[src/gcc_pkg.sv]
`timescale 1ns / 1ps
`default_nettype none
// ----------------------------------------------------------------------------
// gcc_pkg
// Shared widths, constants and the per-stage item record of the greedy
// coin-change pipeline.
// ----------------------------------------------------------------------------
package gcc_pkg;

    localparam int MAX_SLOTS          = 8;
    localparam int SLOT_W             = 3;
    localparam int VAL_W              = 16;
    localparam int DIV_BITS_PER_STAGE = 4;
    localparam int DIV_STAGES         = VAL_W / DIV_BITS_PER_STAGE;
    localparam int DEF_NUM_SLOTS      = 8;

    // Record carried by each pipeline stage alongside its valid bit.
    //   rest   : remainder entering the slot under division
    //   acc    : {partial remainder, dividend/quotient} shift register
    //   counts : coin counts of slots already finished
    //   rems   : remainders after slots already finished
    typedef struct packed {
        logic [VAL_W-1:0]                  rest;
        logic [2*VAL_W-1:0]                acc;
        logic [MAX_SLOTS-1:0][VAL_W-1:0]   counts;
        logic [MAX_SLOTS-1:0][VAL_W-1:0]   rems;
    } gcc_item_t;

endpackage
`default_nettype wire

[src/gcc_out_ser.sv]
`timescale 1ns / 1ps
`default_nettype none
// ----------------------------------------------------------------------------
// gcc_out_ser
// Output register: holds one finished item and hands out one result per
// slot. Takes the next item as the final result of the current one leaves.
// ----------------------------------------------------------------------------
module gcc_out_ser #(
    parameter int NUM_SLOTS = gcc_pkg::DEF_NUM_SLOTS
) (
    input  wire logic                       clk,
    input  wire logic                       rst_n,
    input  wire logic                       in_valid,
    input  wire gcc_pkg::gcc_item_t         in_item,
    output logic                            advance,
    output logic                            out_valid,
    input  wire logic                       out_ready,
    output logic [gcc_pkg::SLOT_W-1:0]      slot,
    output logic [gcc_pkg::VAL_W-1:0]       coin_count,
    output logic [gcc_pkg::VAL_W-1:0]       remainder_left,
    output logic                            last
);
    import gcc_pkg::*;

    localparam logic [SLOT_W-1:0] LAST_SLOT = SLOT_W'(NUM_SLOTS - 1);

    logic                              busy_reg;
    logic [SLOT_W-1:0]                 slot_reg;
    logic [MAX_SLOTS-1:0][VAL_W-1:0]   counts_reg;
    logic [MAX_SLOTS-1:0][VAL_W-1:0]   rems_reg;
    logic                              is_last;
    logic                              take;
    logic                              load;

    assign is_last = (slot_reg == LAST_SLOT);
    assign take    = busy_reg && out_ready;
    // pipeline moves when the last stage is empty, or there is room for its item: empty, or the final result leaves now
    assign advance = !in_valid || !busy_reg || (take && is_last);
    assign load    = in_valid && advance;

    always_ff @(posedge clk or negedge rst_n)
    begin
        if (!rst_n)
        begin
            busy_reg <= 1'b0;
            slot_reg <= '0;
        end
        else if (load)
        begin
            busy_reg <= 1'b1;
            slot_reg <= '0;
        end
        else if (take)
        begin
            if (is_last)
            begin
                busy_reg <= 1'b0;
                slot_reg <= '0;
            end
            else
            begin
                slot_reg <= slot_reg + 1'b1;
            end
        end
    end

    always_ff @(posedge clk)
    begin
        if (load)
        begin
            counts_reg <= in_item.counts;
            rems_reg   <= in_item.rems;
        end
    end

    assign out_valid      = busy_reg;
    assign slot           = slot_reg;
    assign coin_count     = counts_reg[slot_reg];
    assign remainder_left = rems_reg[slot_reg];
    assign last           = is_last;

endmodule
`default_nettype wire

[config.mk]
export PLATFORM = sky130hd
export DESIGN_NAME = gcc_out_ser
export DESIGN_NICKNAME = d
export VERILOG_FILES = /design/src/gcc_pkg.sv /design/src/gcc_out_ser.sv
export SDC_FILE = /design/constraint.sdc
export NUM_CORES = 1
export LEC_CHECK = 0
export BUFFER_PORTS_ARGS = -buffer_cell sky130_fd_sc_hd__buf_2
export CORE_MARGIN = 4
export CORE_UTILIZATION = 50
export DETAILED_ROUTE_END_ITERATION = 12
export GPL_ROUTABILITY_DRIVEN = 0
export PLACE_DENSITY_LB_ADDON = 0.15
export SETUP_SLACK_MARGIN = 0.4
export SLEW_MARGIN = 30
export SYNTH_ARGS = -nofsm -noshare
export SYNTH_HDL_FRONTEND = slang
export SYNTH_SLANG_ARGS = --single-unit
[constraint.sdc]
create_clock -name clk -period 15.6 [get_ports clk]
set_input_delay 1.56 -clock clk [delete_from_list [all_inputs] [get_ports clk]]
set_output_delay 1.56 -clock clk [all_outputs]
set_load 0.1 [all_outputs]
==> impl_metrics.toml <==
[status]
status = "completed"

[setup_path]
crit_arrival_ns = 3.31
end_kind = "output port"
r2r_setup_slack_ns = 11.36
reg2reg_from = "slot[0]"
r2r_end = "counts_reg[55]"
required_ns = 14.04
start_kind = "flip-flop"
critPathMaxFanout = 47
r2r_cells = 7
critPathKind = "flip-flop to output port"

[pwr]
pwr_density_cell_mw_per_mm2 = 179
p_leak_uw = 0.00468
irDropWorstVdd_uv = 141

[logic_synthesis]
yosys.area.top_type = "edfxtp_1"
synth_cell_types = 23
synthAdderAreaFrac_pct = 0.252
synth-compound-area-share_pct = 0.201
synth_top_family_by_area = "multiplexers"
synthTopCellsByArea = "edfxtp_1 77%, mux4_2 8.8%, mux4_1 6.6%"
synthMuxAreaShare_pct = 19.3
synth_top_area_share_pct = 77.4
syn_inst = 389
yosys_warnings = 0
synth_area_mm2 = 0.00994
syn-num-nets = 699
synth_seq_cells = 260
ys_seq_area_share_pct = 78.4
synth_area_per_cell_um2 = 25.5
synth_xor_area_share_pct = 0
synth-simple-area-share_pct = 0.353

[global_route]
grt_usage_pct = 18.2
grt_pass1_vias = 5766
antenna_found_initial = 5
grt_max_degree = 171
grt_overflow_total = 0
grt_pass1_wl_um = 30600

[clock_tree]
path_clk_slew_ns = 0.06
cts-hold-fix-buffers = 0
cts_buffers = 28
clk_latency_ns = 0.54
postCtsSetupBuffers = 0
cts_tree = "built"
clock_sinks = 260
post_cts_resized = 0
cts_buffer_depth = 3
htree_num_levels = 1
cts-root-buf = "clkbuf_16"

[cells_and_area]
area_growth_pct = 27.0
fillers = 1387
final-seq-area_mm2 = 0.00779
drive_above_1_share_pct = 58.1
num-nets-final = 1014
multi_input_comb_area_mm2 = 0.00200

[routing]
drcViolationCount = 0
drtPass1Iterations = 4
ant_nets = 0
wl_um = 20500
detail_route.wl_per_cell_um = 20.6
drt_iter0_drc = 247
vias = 5151
viasPerCell = 5.16

[timing]
finalCritPeriodShare_pct = 31.2
finalSetupViolations = 0
tightest_slew_ns = 0.935
max_freq_ghz = 0.205
maxSlewViolCount = 0
skew_ns = 0.0220
slew_headroom_pct = 37.7
worst_slack_ns = 10.73
period_minus_slack_ns = 4.87
hold_viol = 0
final.setup.tns_ns = 0
rsz0062_at_grt = "no"

[place]
place_ws_ns = 11.12
place.port_buffers = 297
place_hpwl_um = 14100

[hold_path]
hold-path-cell-count = 2
hold_path.class = "flip-flop to flip-flop"
min_from = "out_valid"
hold_end = "slot[2]"

[floorplan]
fp-row-count = 51
pin_count = 346
core_area_mm2 = 0.0195
start_util_pct = 50.9
die_h_um = 149
dieArea_mm2 = 0.0222
die_x_um = 149

[job]
cap_violations = 0
[worst max path at each step]
| stage | cells past startpoint | from | end |
|---|---|---|---|
| 2_1_floorplan | 4 | slot[0] | counts_reg[0] |
| 3_3_place_gp | 4 | slot[0] | remainder_left[0] |
| 3_5_place_dp | 7 | slot[0] | rems_reg[45] |
| 4_1_cts | 4 | slot[0] | remainder_left[0] |
| 5_1_grt | 6 | slot[0] | advance |
| 6_report | 6 | slot[0] | advance |
[cells in the mapped netlist, drive strengths merged]
cell type and number:
nand2 1, mux2 33, mux2i 1, buf 13
and2 1, clkinv 1, o22ai 2, nor2b 1
clkbuf 4, mux4 64, edfxtp 256, nand3 1
ha 2, dfrtp 4, inv 2, nand3b 1
or2 1, a21boi 1
[critical path, cell delays in order (launching register included)]
cell,delay (ns)
dfrtp_4,0.68
buf_4,0.77
ha_1,0.28
ha_1,0.20
a21boi_0,0.21
nand2_1,0.12
buf_2,0.45
[where the power goes]
part / internal (uW) / total [uW] / switching, uW
combinational: 209 / 782 / 572
clock: 387 / 640 / 253
sequential: 817 / 843 / 26.2
[layout by cell type (no fill, tap or decap), types with 3 or more instances in the layout]
cell type	instances
edfxtp_1	256
mux2_2	33
clkbuf_16	28
clkinv_2	6
clkbuf_1	7
diode_2	7
clkbuf_8	5
buf_2	297
buf_4	3
mux4_1	25
mux4_2	39
[area by class of cell]
| class | instances | area share (%) |
|---|---|---|
| Clock buffer | 40 | 6.31 |
| Tap cell | 265 | 2.63 |
| Multi-Input combinational cell | 109 | 15.9 |
| Timing Repair Buffer | 302 | 12.2 |
| Sequential cell | 260 | 61.8 |
| Clock inverter | 12 | 0.992 |
| Antenna cell | 7 | 0.139 |
| Inverter | 3 | 0.0892 |
[metrics by stage]
stage / std cells / cell area (um^2) / util [%] / total power (uW) / hold WS, ns
after floorplan: 389 / 9940 / - / 1530 / 1.03
after global placement: 939 / 11700 / 59.8 / 1640 / 0.594
after detailed placement: 939 / 11700 / 59.8 / 1650 / 0.596
after CTS: 991 / 12600 / 64.5 / 2290 / 0.603
after global routing: 995 / 12600 / 64.6 / 2350 / 0.656
final: 998 / 12600 / 64.6 / 2260 / 0.604
[per-layer routing]
layer  GRT usage (%)  part of all wire (%)  wire length, um  up-vias
li1                -                     -                -     2331
met2            32.6                    52            10700      219
met4            6.00                   3.4              692        4
met3            4.74                   8.2             1690       51
met1            21.4                    36             7380     2546
met5               0                 0.097               20        -
[logic make-up after synthesis]
family,count (synthesis)
DFF,260
muxes,98
buffers and inverters,20
and+or+nand+nor,6
AOI/OAI and AO/OA,3
adders and majority gates,2
No activity file was read; power rests on OpenSTA's default activity.
