[src/gcc_pkg.sv]
`timescale 1ns / 1ps
`default_nettype none
// ----------------------------------------------------------------------------
// gcc_pkg
// Shared widths, constants and the per-stage item record of the greedy
// coin-change pipeline.
// ----------------------------------------------------------------------------
package gcc_pkg;

    localparam int MAX_SLOTS          = 8;
    localparam int SLOT_W             = 3;
    localparam int VAL_W              = 16;
    localparam int DIV_BITS_PER_STAGE = 4;
    localparam int DIV_STAGES         = VAL_W / DIV_BITS_PER_STAGE;
    localparam int DEF_NUM_SLOTS      = 8;

    // Record carried by each pipeline stage alongside its valid bit.
    //   rest   : remainder entering the slot under division
    //   acc    : {partial remainder, dividend/quotient} shift register
    //   counts : coin counts of slots already finished
    //   rems   : remainders after slots already finished
    typedef struct packed {
        logic [VAL_W-1:0]                  rest;
        logic [2*VAL_W-1:0]                acc;
        logic [MAX_SLOTS-1:0][VAL_W-1:0]   counts;
        logic [MAX_SLOTS-1:0][VAL_W-1:0]   rems;
    } gcc_item_t;

endpackage
`default_nettype wire

[src/gcc_div_stage.sv]
`timescale 1ns / 1ps
`default_nettype none
// ----------------------------------------------------------------------------
// gcc_div_stage
// One register stage of a slot's restoring divider: four quotient bits.
// The first stage of a slot loads the dividend, the last one stores the
// slot's count and remainder.
// ----------------------------------------------------------------------------
module gcc_div_stage #(
    parameter int SLOT  = 0,
    parameter bit FIRST = 1'b0,
    parameter bit LAST  = 1'b0
) (
    input  wire logic                     clk,
    input  wire logic                     rst_n,
    input  wire logic                     en,
    input  wire logic [gcc_pkg::VAL_W-1:0] divisor,
    input  wire logic                     in_valid,
    input  wire gcc_pkg::gcc_item_t       in_item,
    output logic                          out_valid,
    output gcc_pkg::gcc_item_t            out_item
);
    import gcc_pkg::*;

    logic      valid_reg;
    gcc_item_t item_reg;
    gcc_item_t item_next;

    always_comb
    begin
        logic [2*VAL_W:0] a;
        a         = '0;
        item_next = in_item;
        if (FIRST)
        begin
            a = {{(VAL_W+1){1'b0}}, in_item.rest};
        end
        else
        begin
            a = {1'b0, in_item.acc};
        end
        // restoring division: shift, compare, subtract
        for (int i = 0; i < DIV_BITS_PER_STAGE; i++)
        begin
            a = {a[2*VAL_W-1:0], 1'b0};
            if (a[2*VAL_W:VAL_W] >= {1'b0, divisor})
            begin
                a[2*VAL_W:VAL_W] = a[2*VAL_W:VAL_W] - {1'b0, divisor};
                a[0]             = 1'b1;
            end
        end
        item_next.acc = a[2*VAL_W-1:0];
        if (LAST)
        begin
            // unused slot: no coins, remainder passes unchanged
            if (divisor == '0)
            begin
                item_next.counts[SLOT] = '0;
                item_next.rems[SLOT]   = in_item.rest;
            end
            else
            begin
                item_next.counts[SLOT] = a[VAL_W-1:0];
                item_next.rems[SLOT]   = a[2*VAL_W-1:VAL_W];
                item_next.rest         = a[2*VAL_W-1:VAL_W];
            end
        end
    end

    always_ff @(posedge clk or negedge rst_n)
    begin
        if (!rst_n)
        begin
            valid_reg <= 1'b0;
        end
        else if (en)
        begin
            valid_reg <= in_valid;
        end
    end

    always_ff @(posedge clk)
    begin
        if (en)
        begin
            item_reg <= item_next;
        end
    end

    assign out_valid = valid_reg;
    assign out_item  = item_reg;

endmodule
`default_nettype wire

[config.mk]
export PLATFORM = sky130hd
export DESIGN_NAME = gcc_div_stage
export DESIGN_NICKNAME = d
export VERILOG_FILES = /design/src/gcc_pkg.sv /design/src/gcc_div_stage.sv
export SDC_FILE = /design/constraint.sdc
export NUM_CORES = 1
export LEC_CHECK = 0
export ABC_AREA = 1
export BUFFER_PORTS_ARGS = -buffer_cell sky130_fd_sc_hd__buf_2
export CAP_MARGIN = 20
export CORE_AREA = 2 2 243 245
export DETAILED_ROUTE_END_ITERATION = 10
export DIE_AREA = 0 0 245 247
export GPL_ROUTABILITY_DRIVEN = 0
export SYNTH_ARGS = -nofsm -noshare
export SYNTH_HDL_FRONTEND = slang
export SYNTH_SLANG_ARGS = --single-unit
[constraint.sdc]
create_clock -name clk -period 2.4 [get_ports clk]
set_clock_uncertainty 0.05 [all_clocks]
set_input_delay 0.48 -clock clk [delete_from_list [all_inputs] [get_ports clk]]
set_output_delay 0.48 -clock clk [all_outputs]
set_load 0.02 [all_outputs]
==> run metrics, run 1 <==
fillers=roughly 5600; maximum VDD drop=0.7467 mV; Pleak=around 10 nW; Tcrit/Tclk final=2.635; first-pass GRT wire length=91200 um; Clock Tree Buf Depth=3; Post-layout nets=2376; Levels on crit path=45; number of CTS-inserted buffers=39; Synth area leaders=edfxtp_1 (69%), nand2_1 (7.0%), ha_1 (6.0%); RSZ-0062 raised after global routing=true; xor and xnor fraction of the mapped netlist area=0.03172; vias in the first global route=approximately 12000; Compound-Gate Fraction of Synth Area=0.05390; DRC Markers=0; area grow syn2layout=68.98%; 1st-iter DRT viols=just over 700; Die W=approximately 250 um; met2 wire len=32490 um; Worst-Skew Late Latency=approximately 540 ps; Slew HR=0.7298; total track usage=0.2215; Max Cap Viol=0; DR WL/cell=25.32 um; startpoint types=input port; final instance area=0.02240 mm2; Synth Warn #=0; final WL=between 70000 and 80000 um; PortBufs=628; metal3 WL=just under 9000 um; Synth cell types=50; number of synthesized flops with an enable pin=between 300 and 400; layout cells sized above 1=0.6107; WP data required=around 2600 ps; CP delay by family, top=simple AND/OR/NAND/NOR gates; Synth area leader=edfxtp_1; H-tree depth=2; Most common cell on crit path=nand2_1; Peak Freq=approximately 0.16 GHz; largest net degree at the start of global routing=70; initial antenna violation count=40; fin crit period=around 6300 ps; slowest stage delay, CP=420 ps; Clock Tree Root=clkbuf_16; initial core utilization=0.2276; Worst path slowest cell=fa_1; clock-pin slew on the worst setup and hold paths=60 ps; Chip Height=247 um; die area=between 0.06 and 0.07 mm2; Slew @ Worst Pin=405.3 ps; Sink Count=~300; final count of negative-setup-slack endpoints=19; first-pass detailed-route iteration total=5; Max Used Layer=met5; sequential share of the synthesized area=0.6906; Fin. Hold Viols=0; crit path DAT=6570 ps; Critical Path End Type=flop; largest family of logic cells by synthesized area=simple AND/OR/NAND/NOR gates; mux cell area share after synthesis=0.0008495; Cell Area, Placed=0.01968 mm2; hold path depth=1; antenna-violating nets left=0; synthesized area=0.01326 mm2; failing checks=setup timing; status=complete, but fails checks; Slew Limit Fails=0; Post-synth top cells=edfxtp_1 (304), nand2_1 (246), inv_1 (96); Worst Setup Slack, final=-3924 ps; flops & latches, synth=305; grt total ovfl=0; HP Class=in -> reg; most common cell in the netlist=edfxtp_1; syn_area_per_cell=12.97 um2; Synthesized Nets=approximately 1400; HPWL Detailed=~58000 um; WP buf/inv=11; WS Path Type=in -> reg; simple logic cell fraction of the synthesized area=0.1213; Vias/cell=4.372; Place WS=-4916 ps; Mapped Cells=between 1000 and 1500; worst-path maximum fanout=10; IO Pins=between 600 and 700; pwr dens=1208 mW/mm2; FF-to-FF path depth=1; Post-synth ARST share=0.003279; wl on met1=27400 um; Adder-Cell Fraction of Synth Area=0.06645; row count=89; Core Box Area=0.05824 mm2; Vias=about 12000; Post-synth top flop=edfxtp_1; TritonCTS clock tree=built; Synth top area share=0.6887
-- what timing repair did --
item	in CTS	in global routing
gates resized for setup	79	149
setup endpoints to repair	19	19
endpoints found under the hold margin	1	0
pin swaps	43	92
gates cloned	4	1
setup buffers	31	25
hold buffers	1	0
-- metrics by stage --
step	hold WS (ps)	total power [mW]	instances	utilization	setup TNS, ps
5_1_grt	17.70	28.55	2792	0.3840	-76550
2_1_floorplan	134.4	13.57	1022	-	-73780
6_report	41.94	27.05	2807	0.3846	-69480
4_1_cts	8.501	25.89	2768	0.3714	-68190
3_5_place_dp	209.2	18.53	2662	0.3379	-87790
3_3_place_gp	207.0	18.37	2662	0.3379	-83750
-- cell type report --
type	instances	area, um2	area share
diodes	20	50.05	0.002234
clock buffers	50	1039	0.04636
clock inverters	21	302.8	0.01352
inverters	104	434.2	0.01938
multi-input cells	606	4870	0.2174
flip-flops and latches	305	9154	0.4087
well taps	773	967.2	0.04318
repair buffers	926	5570	0.2487
repair inverters	2	12.51	0.0005586
-- kinds of logic (layout without fill, tap and decap cells) --
group | after synthesis | after routing
adder cells (fa/ha/maj) | 68 | 68
AO/OA/AOI/OAI | 122 | 122
buffers and inverters | 114 | 1103
flip-flops | 305 | 305
multiplexers | 1 | 1
AND/OR/NAND/NOR | 364 | 367
XOR/XNOR | 48 | 48
other | 0 | 20
-- state kept, by name, indices dropped and copies added, names as in the netlist --
name / count
out_valid: 1
out_item: 304
-- layout by cell type, fill, tap and decap left out, drive strengths merged, types with 2 or more instances in the layout --
master	count
ha	64
clkbuf	50
fa	4
nand4	8
o21a	4
nand3b	3
xnor2	29
or2	3
o211ai	4
a21o	6
o21bai	3
a41oi	2
inv	102
o31ai	2
bufinv	7
a21boi	4
a31oi	7
nand2	260
xor2	19
nor3	6
clkinv	14
clkinvlp	4
diode	20
a21oi	46
nand3	47
buf	925
o21ai	41
edfxtp	304
nor2	37
-- layer usage --
layer,GRT usage,up-vias
li1,-,5567
met3,0.09551,122
met2,0.3519,609
met4,0.06385,12
met5,0.01552,-
met1,0.2713,5963
-- power by group --
part / switching, mW / leakage [nW] / internal [mW] / total [mW]
clock network: 2.36 / 0.656 / 3.83 / 6.20
registers: 0.262 / 2.99 / 6.74 / 7.00
logic: 7.31 / 6.48 / 6.54 / 13.9
total: 9.94 / 10.1 / 17.1 / 27.1
-- path summary, 6_finish.rpt --
check,start,to,slack [ps]
max,divisor[4],out_item[280],-3920
min,in_item[127],out_item[127],40
max reg2reg,out_valid,out_valid,1610
min reg2reg,out_valid,out_valid,450
max in group asynchronous,rst_n,out_valid,1990
min in group asynchronous,rst_n,out_valid,220
Power figures use the tool's default switching activity.
==> inputs of run 2 (changes only) <==
--- a/config.mk
+++ b/config.mk
@@ -13,4 +13,5 @@
 export DIE_AREA = 0 0 245 247
 export GPL_ROUTABILITY_DRIVEN = 0
+export SETUP_SLACK_MARGIN = 0.4
 export SYNTH_ARGS = -nofsm -noshare
 export SYNTH_HDL_FRONTEND = slang
==> constraint.sdc (replaced) <==
create_clock -name clk -period 2.4 [get_ports clk]
set_clock_uncertainty 0.05 [all_clocks]
set_input_delay 0.24 -clock clk [delete_from_list [all_inputs] [get_ports clk]]
set_output_delay 0.24 -clock clk [all_outputs]
set_load 0.02 [all_outputs]
==> run 2 against run 1 <==
The flow still finishes with violations (setup timing). Sequential cell count unchanged. Via count increased by 10%. Setup slack improved by 230 ps. Clock power decreased by 15%. Die area unchanged. Critical path type unchanged. Largest power group unchanged.
==> run metrics, run 2 (synthesis gave the netlist of run 1 again) <==
status=complete, but fails checks (unchanged); failing checks=setup timing (unchanged); first-pass GRT wire length=99310 um (was 91200 um); Finished Layout Cells=3124 (was 2807); Slew Limit Fails=0 (unchanged); TritonCTS clock tree=built (unchanged); FF-to-FF path depth=1 (unchanged); number of CTS-inserted buffers=37 (was 39); Worst Hold End=out_item[147] (was out_item[127]); hold path depth=1 (unchanged); FF-to-FF End=out_valid (unchanged); Clock Tree Buf Depth=3 (unchanged); Tcrit/Tclk final=2.540 (was 2.635); Worst-Skew Late Latency=530 ps (was 540 ps); WS Path Type=in -> reg (unchanged); Critical Path End Type=flop (unchanged); Fin. Hold Viols=0 (unchanged); Worst Setup Slack, final=-3696 ps (was -3924 ps); Vias/cell=4.337 (was 4.372); Die W=245 um (unchanged); HP Class=in -> reg (unchanged); R2R Path Start=out_valid (unchanged); hold wc startpoint=en (was in_item[127]); final count of negative-setup-slack endpoints=19 (unchanged); Pleak=11.43 nW (was 10.12 nW); Most common cell on crit path=buf_4 (was nand2_1); placed instance count=2662 (unchanged); final instance area=0.02545 mm2 (was 0.02240 mm2); Chip Height=247 um (unchanged); WP data required=2640 ps (about the same); Peak Freq=0.1640 GHz (was 0.1581 GHz); Max Cap Viol=0 (unchanged); Levels on crit path=49 (was 45); area grow syn2layout=91.99% (was 68.98%); Worst path slowest cell=ha_4 (was fa_1); internal reg-to-reg setup slack=1600 ps (was 1610 ps); Core Box Area=0.05824 mm2 (unchanged); WP buf/inv=21 (was 11); Slew @ Worst Pin=430.9 ps (was 405.3 ps); RSZ-0062 raised after global routing=true (unchanged); row count=89 (unchanged); Post-layout nets=2705 (was 2376); initial core utilization=0.2276 (unchanged); 1st-iter DRT viols=816 (was 721); die area=0.06052 mm2 (unchanged); commonest non-fill, non-tap cell in the layout=buf_2 (unchanged); initial antenna violation count=28 (was 40); HPWL Detailed=58600 um (was 58280 um); pwr dens=1070 mW/mm2 (was 1208 mW/mm2); final WL=75220 um (was 71070 um); startpoint types=input port (unchanged); CP delay by family, top=buffers and inverters (was simple AND/OR/NAND/NOR gates); fin crit period=6096 ps (was 6324 ps); clock-pin slew on the worst setup and hold paths=60 ps (about the same); Vias=13550 (was 12270); layout cells sized above 1=0.5456 (was 0.6107); max FFs per register=304 (unchanged); maximum VDD drop=0.7911 mV (was 0.7467 mV); grt total ovfl=0 (unchanged); worst-path maximum fanout=7 (was 10); slowest stage delay, CP=300 ps (was 420 ps); hold_ws=71.27 ps (was 41.94 ps); PortBufs=628 (unchanged); H-tree depth=2 (unchanged); IO Pins=629 (unchanged); antenna-violating nets left=0 (unchanged); first-pass detailed-route iteration total=5 (unchanged); Cell Area, Placed=0.01968 mm2 (unchanged); DRC Markers=0 (unchanged); most frequent cells in the layout=buf_2 (620), buf_4 (312), edfxtp_1 (304) (was buf_2 (623), edfxtp_1 (304), buf_4 (278)); overall power=27.22 mW (was 27.05 mW); Place WS=-4634 ps (was -4916 ps); total track usage=0.2347 (was 0.2215); vias in the first global route=13920 (was 11910); DR WL/cell=24.08 um (was 25.32 um); largest net degree at the start of global routing=48 (was 70); Clock Tree Root=clkbuf_16 (unchanged); Slew HR=0.7127 (was 0.7298); Sink Count=305 (unchanged); crit path DAT=6330 ps (was 6570 ps)
run 2: cell count changes in the layout (fill, tap and decap cells not counted), sizes merged, moves of 2 or more:
cell,previous run,this run
diode,20,16
bufinv,7,1
dlygate4sd3,1,288
clkinvlp,4,6
buf,925,969
clkbuf,50,42
inv,102,105
run 2: report_power, final:
group	internal, mW	switching, mW	total, mW
clock network	2.95	2.32	5.27
registers	6.74	0.257	7.00
logic	7.29	7.67	15.0
run 2: final cells by class:
class | instances | area [um2]
fill | 5316 | 32790
sequential | 305 | 9154
timing repair buffer | 1257 | 8889
multi-input combinational | 606 | 4856
tap | 773 | 967.2
clock buffer | 42 | 944.7
inverter | 104 | 435.4
clock inverter | 19 | 150.1
antenna | 16 | 40.04
timing repair inverter | 2 | 12.51
run 2: worst max path at each step:
stage | start | end | slack [ps]
after floorplan | divisor[2] | out_item[283] | -3940
after global placement | divisor[3] | out_item[286] | -4450
after detailed placement | divisor[3] | out_item[274] | -4630
after CTS | divisor[1] | out_item[287] | -3540
after global routing | divisor[5] | out_item[274] | -3980
final | divisor[13] | out_item[274] | -3700
run 2: routing by layer:
layer  GRT usage  up-vias  part of all wire
met5           0        -           0.00081
met4      0.1026       10             0.050
met3     0.09301      150              0.11
met2      0.3724      592              0.45
met1      0.2813     6582              0.39
li1            -     6215                 -
run 2: stage by stage:
stage               utilization  setup TNS (ps)
finish                   0.4370          -65920
global route             0.4367          -71080
CTS                      0.4283          -63220
detailed placement       0.3379          -82380
global placement         0.3379          -79020
floorplan                     -          -69220
run 2: timing repair:
| action | CTS | global route |
|---|---|---|
| hold buffers | 288 | 0 |
| setup buffers | 82 | 8 |
| endpoints found under the hold margin | 287 | 0 |
| gates cloned | 7 | 0 |
| pin swaps | 49 | 78 |
| setup endpoints to repair | 19 | 19 |
| gates resized for setup | 145 | 94 |
